===== src/tsfla_pkg.sv =====
// ---------------------------------------------------------------------------
// tsfla_pkg
// Shared sizes, operation codes and types of the thread slot allocator.
// ---------------------------------------------------------------------------
`timescale 1ns / 1ps
`default_nettype none

package tsfla_pkg;

    localparam int SLOTS   = 256;
    localparam int SLOT_W  = $clog2(SLOTS);
    localparam int LINK_W  = SLOT_W + 1;
    localparam int CNT_W   = $clog2(SLOTS + 1);
    localparam int SUM_W   = CNT_W + 1;
    localparam int STAMP_W = 48;
    localparam int PROD_W  = CNT_W + STAMP_W;
    localparam int INTEG_W = 64;

    localparam logic [1:0] FN_ALLOC     = 2'd0;
    localparam logic [1:0] FN_FREE      = 2'd1;
    localparam logic [1:0] FN_RESERVE   = 2'd2;
    localparam logic [1:0] FN_UNRESERVE = 2'd3;

    localparam logic [1:0] CTX_NORMAL    = 2'd0;
    localparam logic [1:0] CTX_RESERVED  = 2'd1;
    localparam logic [1:0] CTX_EXCLUSIVE = 2'd2;

    typedef enum logic [1:0] {
        ST_OK    = 2'd0,
        ST_EMPTY = 2'd1,
        ST_ERR   = 2'd2
    } status_t;

    typedef struct packed {
        logic capture;
        logic read;
        logic calc;
        logic commit;
    } dp_cmd_t;

endpackage

`default_nettype wire


===== src/tsfla_ctrl.sv =====
// ---------------------------------------------------------------------------
// tsfla_ctrl
// Request sequencer: capture, link table read, check/multiply, commit.
// ---------------------------------------------------------------------------
`timescale 1ns / 1ps
`default_nettype none

module tsfla_ctrl
    import tsfla_pkg::*;
(
    input  wire logic    aclk,
    input  wire logic    aresetn,
    input  wire logic    s_valid,
    output logic         s_ready,
    output logic         m_valid,
    input  wire logic    m_ready,
    output dp_cmd_t      cmd
);

    typedef enum logic [1:0] {
        IDLE,
        READ,
        CALC,
        COMMIT
    } state_t;

    state_t state_reg;
    logic   s_ready_reg;
    logic   m_valid_reg;

    always_comb begin
        cmd.capture = s_valid && s_ready_reg;
        cmd.read    = (state_reg == READ);
        cmd.calc    = (state_reg == CALC);
        cmd.commit  = (state_reg == COMMIT) && (!m_valid_reg || m_ready);
    end

    always_ff @(posedge aclk) begin
        if (!aresetn) begin
            state_reg   <= IDLE;
            s_ready_reg <= 1'b0;
            m_valid_reg <= 1'b0;
        end else begin
            unique case (state_reg)
                IDLE: begin
                    if (cmd.capture) begin
                        state_reg   <= READ;
                        s_ready_reg <= 1'b0;
                    end else begin
                        s_ready_reg <= 1'b1;
                    end
                end
                READ: begin
                    state_reg <= CALC;
                end
                CALC: begin
                    state_reg <= COMMIT;
                end
                COMMIT: begin
                    if (cmd.commit) begin
                        state_reg   <= IDLE;
                        s_ready_reg <= 1'b1;
                    end
                end
            endcase
            if (cmd.commit) begin
                m_valid_reg <= 1'b1;
            end else if (m_ready) begin
                m_valid_reg <= 1'b0;
            end
        end
    end

    assign s_ready = s_ready_reg;
    assign m_valid = m_valid_reg;

endmodule

`default_nettype wire


===== src/tsfla_dp.sv =====
// ---------------------------------------------------------------------------
// tsfla_dp
// Link table, class counters, occupancy statistics and result registers.
// ---------------------------------------------------------------------------
`timescale 1ns / 1ps
`default_nettype none

module tsfla_dp
    import tsfla_pkg::*;
(
    input  wire logic                aclk,
    input  wire logic                aresetn,
    input  wire dp_cmd_t             cmd,
    input  wire logic [1:0]          s_func,
    input  wire logic [1:0]          s_context_req,
    input  wire logic [7:0]          s_slot_in,
    input  wire logic [STAMP_W-1:0]  s_cycle_stamp,
    output logic [1:0]               m_status,
    output logic [7:0]               m_slot_out,
    output logic [8:0]               m_free_normal,
    output logic [8:0]               m_free_reserved,
    output logic                     m_free_exclusive,
    output logic [8:0]               m_free_of_context,
    output logic                     m_table_empty,
    output logic [8:0]               m_current_alloc,
    output logic [8:0]               m_max_alloc,
    output logic [INTEG_W-1:0]       m_total_alloc
);

    // request capture
    logic [1:0]          func_reg;
    logic [1:0]          ctx_reg;
    logic [SLOT_W-1:0]   slot_reg;
    logic [STAMP_W-1:0]  stamp_reg;

    // link table; entries never written read as index + 1
    logic [LINK_W-1:0]   link_mem [SLOTS];
    logic [SLOTS-1:0]    link_vld_reg;
    logic [LINK_W-1:0]   rd_data_reg;
    logic                rd_vld_reg;
    logic [SLOT_W-1:0]   rd_addr_reg;

    // allocator state
    logic [LINK_W-1:0]   head_reg;
    logic [CNT_W-1:0]    cnt_normal_reg;
    logic [CNT_W-1:0]    cnt_reserved_reg;
    logic                cnt_excl_reg;
    logic [STAMP_W-1:0]  last_stamp_reg;
    logic [CNT_W-1:0]    occ_now_reg;
    logic [CNT_W-1:0]    occ_peak_reg;
    logic [INTEG_W-1:0]  integ_reg;

    // check stage
    status_t             status_reg;
    logic [CNT_W-1:0]    occ_reg;
    logic [PROD_W-1:0]   prod_reg;

    // result registers
    status_t             out_status_reg;
    logic [SLOT_W-1:0]   out_slot_reg;
    logic [CNT_W-1:0]    out_normal_reg;
    logic [CNT_W-1:0]    out_reserved_reg;
    logic                out_excl_reg;
    logic [CNT_W-1:0]    out_ctx_reg;
    logic                out_empty_reg;
    logic [CNT_W-1:0]    out_occ_reg;
    logic [CNT_W-1:0]    out_peak_reg;
    logic [INTEG_W-1:0]  out_integ_reg;

    logic [SUM_W-1:0]    sum;
    logic [CNT_W-1:0]    cls_cnt;
    logic                cls_valid;
    logic                slot_ok;
    status_t             status_calc;
    logic [CNT_W-1:0]    occ_calc;
    logic [STAMP_W-1:0]  elapsed;
    logic [LINK_W-1:0]   link_rd;
    logic                ok;

    logic [LINK_W-1:0]   head_next;
    logic [CNT_W-1:0]    cnt_normal_next;
    logic [CNT_W-1:0]    cnt_reserved_next;
    logic                cnt_excl_next;
    logic [STAMP_W-1:0]  last_stamp_next;
    logic [CNT_W-1:0]    occ_now_next;
    logic [CNT_W-1:0]    occ_peak_next;
    logic [INTEG_W-1:0]  integ_next;
    logic [SUM_W-1:0]    sum_next;
    logic [CNT_W-1:0]    ctx_cnt_next;
    logic [SLOT_W-1:0]   slot_out_next;

    // ---- check stage logic ----
    always_comb begin
        sum = SUM_W'(cnt_normal_reg) + SUM_W'(cnt_reserved_reg) + SUM_W'(cnt_excl_reg);
        cls_valid = 1'b1;
        unique case (ctx_reg)
            CTX_NORMAL:    cls_cnt = cnt_normal_reg;
            CTX_RESERVED:  cls_cnt = cnt_reserved_reg;
            CTX_EXCLUSIVE: cls_cnt = CNT_W'(cnt_excl_reg);
            default: begin
                cls_cnt   = '0;
                cls_valid = 1'b0;
            end
        endcase
        slot_ok = (LINK_W'(slot_reg) < LINK_W'(SLOTS));
        unique case (func_reg)
            FN_ALLOC: begin
                if (!cls_valid) begin
                    status_calc = ST_ERR;
                end else if (cls_cnt == '0) begin
                    status_calc = ST_EMPTY;
                end else if (head_reg >= LINK_W'(SLOTS)) begin
                    status_calc = ST_ERR;
                end else begin
                    status_calc = ST_OK;
                end
            end
            FN_FREE: begin
                if (!cls_valid || !slot_ok || sum >= SUM_W'(SLOTS)
                        || (ctx_reg == CTX_EXCLUSIVE && cnt_excl_reg)) begin
                    status_calc = ST_ERR;
                end else begin
                    status_calc = ST_OK;
                end
            end
            FN_RESERVE:   status_calc = (cnt_normal_reg == '0) ? ST_ERR : ST_OK;
            FN_UNRESERVE: status_calc = (cnt_reserved_reg == '0) ? ST_ERR : ST_OK;
            default:      status_calc = ST_ERR;
        endcase
        occ_calc = (sum <= SUM_W'(SLOTS)) ? CNT_W'(SUM_W'(SLOTS) - sum) : '0;
        elapsed  = stamp_reg - last_stamp_reg;
    end

    // ---- commit logic ----
    always_comb begin
        link_rd           = rd_vld_reg ? rd_data_reg : LINK_W'(rd_addr_reg) + LINK_W'(1);
        ok                = (status_reg == ST_OK);
        head_next         = head_reg;
        cnt_normal_next   = cnt_normal_reg;
        cnt_reserved_next = cnt_reserved_reg;
        cnt_excl_next     = cnt_excl_reg;
        last_stamp_next   = last_stamp_reg;
        occ_now_next      = occ_now_reg;
        occ_peak_next     = occ_peak_reg;
        integ_next        = integ_reg;
        slot_out_next     = '0;
        if (ok) begin
            last_stamp_next = stamp_reg;
            occ_now_next    = occ_reg;
            occ_peak_next   = (occ_reg > occ_peak_reg) ? occ_reg : occ_peak_reg;
            integ_next      = integ_reg + INTEG_W'(prod_reg);
            unique case (func_reg)
                FN_ALLOC: begin
                    head_next     = link_rd;
                    slot_out_next = head_reg[SLOT_W-1:0];
                    if (ctx_reg == CTX_NORMAL) begin
                        cnt_normal_next = cnt_normal_reg - CNT_W'(1);
                    end else if (ctx_reg == CTX_RESERVED) begin
                        cnt_reserved_next = cnt_reserved_reg - CNT_W'(1);
                    end else begin
                        cnt_excl_next = 1'b0;
                    end
                end
                FN_FREE: begin
                    head_next = LINK_W'(slot_reg);
                    if (ctx_reg == CTX_NORMAL) begin
                        cnt_normal_next = cnt_normal_reg + CNT_W'(1);
                    end else if (ctx_reg == CTX_RESERVED) begin
                        cnt_reserved_next = cnt_reserved_reg + CNT_W'(1);
                    end else begin
                        cnt_excl_next = 1'b1;
                    end
                end
                FN_RESERVE: begin
                    cnt_normal_next   = cnt_normal_reg - CNT_W'(1);
                    cnt_reserved_next = cnt_reserved_reg + CNT_W'(1);
                end
                FN_UNRESERVE: begin
                    cnt_normal_next   = cnt_normal_reg + CNT_W'(1);
                    cnt_reserved_next = cnt_reserved_reg - CNT_W'(1);
                end
                default: begin
                    head_next = head_reg;
                end
            endcase
        end
        sum_next = SUM_W'(cnt_normal_next) + SUM_W'(cnt_reserved_next)
                 + SUM_W'(cnt_excl_next);
        unique case (ctx_reg)
            CTX_NORMAL:    ctx_cnt_next = cnt_normal_next;
            CTX_RESERVED:  ctx_cnt_next = cnt_reserved_next;
            CTX_EXCLUSIVE: ctx_cnt_next = CNT_W'(cnt_excl_next);
            default:       ctx_cnt_next = '0;
        endcase
    end

    // ---- payload registers ----
    always_ff @(posedge aclk) begin
        if (cmd.capture) begin
            func_reg  <= s_func;
            ctx_reg   <= s_context_req;
            slot_reg  <= s_slot_in[SLOT_W-1:0];
            stamp_reg <= s_cycle_stamp;
        end
        if (cmd.read) begin
            rd_addr_reg <= head_reg[SLOT_W-1:0];
            rd_data_reg <= link_mem[head_reg[SLOT_W-1:0]];
            rd_vld_reg  <= link_vld_reg[head_reg[SLOT_W-1:0]];
        end
        if (cmd.calc) begin
            status_reg <= status_calc;
            occ_reg    <= occ_calc;
            prod_reg   <= PROD_W'(occ_calc) * PROD_W'(elapsed);
        end
        if (cmd.commit) begin
            out_status_reg   <= status_reg;
            out_slot_reg     <= slot_out_next;
            out_normal_reg   <= cnt_normal_next;
            out_reserved_reg <= cnt_reserved_next;
            out_excl_reg     <= cnt_excl_next;
            out_ctx_reg      <= ctx_cnt_next;
            out_empty_reg    <= (sum_next == SUM_W'(SLOTS));
            out_occ_reg      <= occ_now_next;
            out_peak_reg     <= occ_peak_next;
            out_integ_reg    <= integ_next;
        end
    end

    // ---- link table write port ----
    always_ff @(posedge aclk) begin
        if (cmd.commit && ok && func_reg == FN_FREE) begin
            link_mem[slot_reg] <= head_reg;
        end
    end

    // ---- allocator state ----
    always_ff @(posedge aclk) begin
        if (!aresetn) begin
            link_vld_reg     <= '0;
            head_reg         <= '0;
            cnt_normal_reg   <= CNT_W'(SLOTS - 1);
            cnt_reserved_reg <= '0;
            cnt_excl_reg     <= 1'b1;
            last_stamp_reg   <= '0;
            occ_now_reg      <= '0;
            occ_peak_reg     <= '0;
            integ_reg        <= '0;
        end else if (cmd.commit) begin
            if (ok && func_reg == FN_FREE) begin
                link_vld_reg[slot_reg] <= 1'b1;
            end
            head_reg         <= head_next;
            cnt_normal_reg   <= cnt_normal_next;
            cnt_reserved_reg <= cnt_reserved_next;
            cnt_excl_reg     <= cnt_excl_next;
            last_stamp_reg   <= last_stamp_next;
            occ_now_reg      <= occ_now_next;
            occ_peak_reg     <= occ_peak_next;
            integ_reg        <= integ_next;
        end
    end

    assign m_status          = out_status_reg;
    assign m_slot_out        = out_slot_reg;
    assign m_free_normal     = out_normal_reg;
    assign m_free_reserved   = out_reserved_reg;
    assign m_free_exclusive  = out_excl_reg;
    assign m_free_of_context = out_ctx_reg;
    assign m_table_empty     = out_empty_reg;
    assign m_current_alloc   = out_occ_reg;
    assign m_max_alloc       = out_peak_reg;
    assign m_total_alloc     = out_integ_reg;

endmodule

`default_nettype wire


===== src/thread_slot_free_list_allocator.sv =====
// Thread slot allocator: each request (allocate, free, reserve, unreserve)
// runs to a valid result before the next one is taken; the next request is
// accepted on the cycle after the result is loaded. The four steps are
// capture, a registered read of the next-link table at the free list head,
// the class check together with the occupancy-times-elapsed multiply, and
// the commit of counters, statistics and the result register. A new request
// may be accepted while the previous result still waits on m_ready; a
// request stalls in its commit step only if that earlier result has not
// been taken yet. The link table has no clearing pass after reset:
// per-entry valid bits make untouched entries read as their reset link.
// ---------------------------------------------------------------------------
// thread_slot_free_list_allocator
// Free list slot allocator with normal, reserved and exclusive free counts.
// ---------------------------------------------------------------------------
`timescale 1ns / 1ps
`default_nettype none

module thread_slot_free_list_allocator
    import tsfla_pkg::*;
(
    input  wire logic                aclk,
    input  wire logic                aresetn,
    input  wire logic                s_valid,
    output logic                     s_ready,
    input  wire logic [1:0]          s_func,
    input  wire logic [1:0]          s_context_req,
    input  wire logic [7:0]          s_slot_in,
    input  wire logic [STAMP_W-1:0]  s_cycle_stamp,
    output logic                     m_valid,
    input  wire logic                m_ready,
    output logic [1:0]               m_status,
    output logic [7:0]               m_slot_out,
    output logic [8:0]               m_free_normal,
    output logic [8:0]               m_free_reserved,
    output logic                     m_free_exclusive,
    output logic [8:0]               m_free_of_context,
    output logic                     m_table_empty,
    output logic [8:0]               m_current_alloc,
    output logic [8:0]               m_max_alloc,
    output logic [INTEG_W-1:0]       m_total_alloc
);

    dp_cmd_t cmd;

    tsfla_ctrl u_ctrl (
        .aclk    (aclk),
        .aresetn (aresetn),
        .s_valid (s_valid),
        .s_ready (s_ready),
        .m_valid (m_valid),
        .m_ready (m_ready),
        .cmd     (cmd)
    );

    tsfla_dp u_dp (
        .aclk              (aclk),
        .aresetn           (aresetn),
        .cmd               (cmd),
        .s_func            (s_func),
        .s_context_req     (s_context_req),
        .s_slot_in         (s_slot_in),
        .s_cycle_stamp     (s_cycle_stamp),
        .m_status          (m_status),
        .m_slot_out        (m_slot_out),
        .m_free_normal     (m_free_normal),
        .m_free_reserved   (m_free_reserved),
        .m_free_exclusive  (m_free_exclusive),
        .m_free_of_context (m_free_of_context),
        .m_table_empty     (m_table_empty),
        .m_current_alloc   (m_current_alloc),
        .m_max_alloc       (m_max_alloc),
        .m_total_alloc     (m_total_alloc)
    );

endmodule

`default_nettype wire


===== config.mk =====
export PLATFORM = sky130hd
export DESIGN_NAME = thread_slot_free_list_allocator
export DESIGN_NICKNAME = d
export VERILOG_FILES = /design/src/tsfla_pkg.sv /design/src/tsfla_ctrl.sv /design/src/tsfla_dp.sv /design/src/thread_slot_free_list_allocator.sv
export SDC_FILE = /design/constraint.sdc
export NUM_CORES = 2
export LEC_CHECK = 0
export BUFFER_PORTS_ARGS = -buffer_cell sky130_fd_sc_hd__buf_2
export CORE_AREA = 2 2 574 433
export DETAILED_ROUTE_END_ITERATION = 16
export DIE_AREA = 0 0 576 435
export HOLD_SLACK_MARGIN = 0.05
export PLACE_DENSITY_LB_ADDON = 0.3
export SETUP_SLACK_MARGIN = 0.15
export SLEW_MARGIN = 40
export SYNTH_ARGS = -nofsm -noshare
export SYNTH_HDL_FRONTEND = slang
export SYNTH_HIERARCHICAL = 1
export SYNTH_SLANG_ARGS = --single-unit

===== constraint.sdc =====
create_clock -name aclk -period 15.1 [get_ports aclk]
set_input_delay 1.51 -clock aclk [delete_from_list [all_inputs] [get_ports aclk]]
set_output_delay 1.51 -clock aclk [all_outputs]
set_load 0.01 [all_outputs]

==> metrics.md <==
| Metric | Value |
|---|---|
| Final Hold Vio Count | `0` |
| Kind of critical path | `flip-flop to flip-flop` |
| R2r setup slk | `about 5.2 ns` |
| Post-synthesis average cell area | `15.5 µm²` |
| Remaining number of nets flagged by the antenna check after routing | `0` |
| Master of the slowest instance on the critical path | `sky130_fd_sc_hd__buf_4` |
| Critical register-to-register path startpoint | `u_dp/cnt_normal_reg[0]` |
| IO Pins | `approximately 190` |
| Worst relative slew slack | `a little under two fifths` |
| Crit share post-route | `about two thirds` |
| Final-report max-slew violation count | `0` |
| Reg clk slew, reported paths | `0.06 ns` |
| Worst-skew pair later-pin latency | `0.89 ns` |
| Routed length per instance | `about 27 µm` |
| Sequential share of the synthesized area | `between 60 and 70%` |
| Capturing element type of the critical path | `flip-flop` |
| Cell row count | `approximately 160` |
| Peak supply drop | `0.0993 mV` |
| Hold depth | `2` |
| Setup total negative slack | `0 ns` |
| Router iterations before antenna repair | `6` |
| HPWL after detailed placement | `between 200000 and 250000 µm` |
| Quantity of I/O buffers inserted on ports | `around 190` |
| Root buffer cell | `sky130_fd_sc_hd__clkbuf_16` |
| Area added between synthesis and finish | `11.1%` |
| Starting density of the core | `between 50 and 60%` |
| Final critical-path required period | `9.88 ns` |
| Area taken by flip-flops and latches | `about 86000 µm²` |
| Worst slew pin tran | `0.934 ns` |
| Path type of the worst min-delay path | `flip-flop to flip-flop` |
| Netlist cell types | `between 80 and 90` |
| Critical hold path startpoint | `u_dp/last_stamp_reg[9]` |
| Aggregate global routing overflow | `0` |
| Maximum level of the CTS H-tree | `5` |
| WP data arrival | `around 10 ns` |
| Maximum number of pins on one net before global-route repair | `roughly 220` |
| Setup repair after global routing missed its margin | `no` |
| Number of nets in the final layout | `around 9400` |
| Post-Route WL | `between 300000 and 400000 µm` |
| Global routing met1 resource utilization | `41.7%` |
| Worst clock skew | `around 0.056 ns` |
| Area taken by multi-input logic gates | `45900 µm²` |
| Fraction of layout cells with a size suffix above 1 | `around a fifth` |
| Setup violators final | `0` |
| Lkg Pwr | `roughly 52 nW` |
| Combined area of all synthesized cells | `roughly 130000 µm²` |
| Starting DRT DRC Count | `approximately 9900` |
| Status | `finished, final reports clean` |
| Buffers from clock root to sink, at most | `4` |
| Primary flip-flop cell chosen by synthesis mapping | `sky130_fd_sc_hd__edfxtp_1` |
| Post-synthesis net count | `between 9000 and 10000` |
| Total power | `approximately 0.019 W` |
| CTS tree | `built` |
| Core area | `around 250000 µm²` |
| Num CTS Buffers | `a little under 300` |
| Global-route usage over all layers | `about a quarter` |
| Fill cell instance count of the final layout | `17577` |
| Drt via density | `6.20` |
| Startpoint class of the critical path | `flip-flop` |
| Asr flop ratio synth | `0%` |
| Number of buffers added to fix hold violations after cts | `0` |
| Met3 Resource Use GR | `under 10%` |
| End of the worst register-to-register path | `u_dp/prod_reg[53]` |
| Library cell appearing most often on the critical path | `sky130_fd_sc_hd__fa_1` |
| Final weighted congestion of routability-driven global placement | `0.975` |
| FMAX | `roughly 100 MHz` |
| Die boundary width | `between 500 and 600 µm` |
| Number of max-cap violations | `0` |
| Number of flip-flops in the largest register | `around 2300` |
| First-pass GRT wire length | `a little under 500000 µm` |
| Power per standard cell area | `between 100 and 150 nW/µm²` |
| # DRC | `0` |
| Initial antenna violation count | `18` |
| Largest stage delay, worst path | `approximately 0.59 ns` |
| Final cell count without fillers | `between 10000 and 15000` |
| Commonest cells after routing, fill and taps aside | `sky130_fd_sc_hd__edfxtp_1 (2571), sky130_fd_sc_hd__nor2_1 (989), sky130_fd_sc_hd__mux4_2 (850)` |
| Synth warnings | `6` |
| Vias in the first global route | `~74000` |
| Sinks on Clock Net | `2989` |
| Die area | `roughly 250000 µm²` |
| Post-route core utilization | `60.7%` |
| Placed Cells incl. Taps | `around 12000` |
| #FFs+latches synth | `2989` |
| Post-CTS repair timing setup buffer count | `0` |
| Number of vias in the routed layout | `roughly 77000` |
| Fraction of met2 tracks used by global routing | `a little over a third` |
| Vertical die dimension | `435 µm` |
| EDFF count, synth | `approximately 2600` |
| Most common cell after layout, fill and taps aside | `sky130_fd_sc_hd__edfxtp_1` |
| Worst reg-to-reg path cell count | `30` |
| End point of the most critical hold path | `u_dp/last_stamp_reg[9]` |
| Layer with the highest usage | `met1` |
| Critical Path RT | `15.69 ns` |
| Post-Syn Instances | `a little under 9000` |
| Maximum fanout along the worst path | `49` |
| Number of resized instances in the post-cts repair step | `0` |
-- cell families after synthesis --
| group | after synthesis | synth area share, % |
|---|---|---|
| muxes | 875 | 14.4 |
| xor gates and xnor gates | 231 | 1.51 |
| buffers and inverters | 932 | 2.68 |
| adders and majority gates | 549 | 6.95 |
| and+or+nand+nor | 2278 | 6.90 |
| AOI/OAI and AO/OA | 828 | 3.79 |
| DFF | 2989 | 63.7 |
-- synthesized netlist by cell type (22+ instances only) --
cell type | instances | share of area, %
sky130_fd_sc_hd__nand2_1 | 707 | 2.0
sky130_fd_sc_hd__nor3_1 | 45 | 0.17
sky130_fd_sc_hd__o21bai_1 | 29 | 0.16
sky130_fd_sc_hd__clkbuf_1 | 327 | 0.91
sky130_fd_sc_hd__mux2i_1 | 22 | 0.16
sky130_fd_sc_hd__nor2b_1 | 32 | 0.15
sky130_fd_sc_hd__nand3_1 | 68 | 0.25
sky130_fd_sc_hd__fa_1 | 328 | 4.9
sky130_fd_sc_hd__a31oi_1 | 24 | 0.11
sky130_fd_sc_hd__nand2b_1 | 40 | 0.19
sky130_fd_sc_hd__inv_1 | 474 | 1.3
sky130_fd_sc_hd__xor2_1 | 101 | 0.66
sky130_fd_sc_hd__a21o_1 | 87 | 0.49
sky130_fd_sc_hd__buf_1 | 61 | 0.17
sky130_fd_sc_hd__edfxtp_1 | 2571 | 57
sky130_fd_sc_hd__nand4_1 | 34 | 0.16
sky130_fd_sc_hd__and2_1 | 24 | 0.11
sky130_fd_sc_hd__o21a_1 | 24 | 0.13
sky130_fd_sc_hd__xnor2_1 | 129 | 0.84
sky130_fd_sc_hd__a21oi_1 | 321 | 1.2
sky130_fd_sc_hd__nor2_1 | 1243 | 3.5
sky130_fd_sc_hd__buf_2 | 61 | 0.23
sky130_fd_sc_hd__ha_1 | 220 | 2.0
sky130_fd_sc_hd__and3_1 | 30 | 0.14
sky130_fd_sc_hd__mux4_2 | 850 | 14
sky130_fd_sc_hd__o21ai_0 | 171 | 0.64
sky130_fd_sc_hd__dfxtp_1 | 418 | 6.2
sky130_fd_sc_hd__a211oi_1 | 24 | 0.13
-- where the power goes --
group | internal, W | switching, W | total, W
clock network | 0.00405 | 0.00308 | 0.00713
registers | 0.00905 | 0.000118 | 0.00917
logic | 0.000909 | 0.00185 | 0.00276
-- stage by stage --
| stage | cell area [µm²] | setup WS, ns | hold WS [ns] |
|---|---|---|---|
| 5_1_grt | 149000 | 4.70 | 0.471 |
| 2_1_floorplan | 134000 | 5.43 | 0.435 |
| 3_5_place_dp | 140000 | 5.59 | 0.446 |
| 3_3_place_gp | 138000 | 5.79 | 0.442 |
| 4_1_cts | 149000 | 5.48 | 0.455 |
| 6_report | 149000 | 5.22 | 0.452 |
-- metal layers --
layer,vias to the layer above,share of wire (%)
met4,12,2.2
met2,3923,43
li1,32596,-
met3,468,12
met1,39540,43
met5,-,0.028
-- area by class of cell --
class | count | area share [%]
sequential | 2989 | 57.4
clock buffer | 395 | 5.39
timing repair buffer | 305 | 1.63
multi-input combinational | 4761 | 30.8
clock inverter | 125 | 0.800
antenna | 3 | 0.00503
inverter | 478 | 1.21
tap | 3280 | 2.75
-- critical path: cells and delay by family, from the launching register on --
kind | cells | cell delay (ns)
AND/OR/NAND/NOR | 5 | 1.51
flip-flops | 1 | 0.46
XOR/XNOR | 1 | 0.11
buffers and inverters | 4 | 0.74
adder cells (fa/ha/maj) | 7 | 3.33
AO/OA/AOI/OAI | 13 | 3.38
-- worst max-delay path by stage --
| stage | from | end | slack (ns) | cells past startpoint |
|---|---|---|---|---|
| detailed placement | u_dp/cnt_normal_reg[0] | u_dp/prod_reg[42] | 5.59 | 31 |
| CTS | u_dp/cnt_normal_reg[0] | u_dp/prod_reg[53] | 5.48 | 31 |
| floorplan | m_ready | u_dp/link_mem[118][0] | 5.43 | 10 |
| global route | u_dp/cnt_normal_reg[0] | u_dp/prod_reg[42] | 4.70 | 32 |
| global placement | u_dp/cnt_normal_reg[0] | u_dp/prod_reg[55] | 5.79 | 31 |
| finish | u_dp/cnt_normal_reg[0] | u_dp/prod_reg[53] | 5.22 | 30 |
Power figures use the tool's default switching activity.
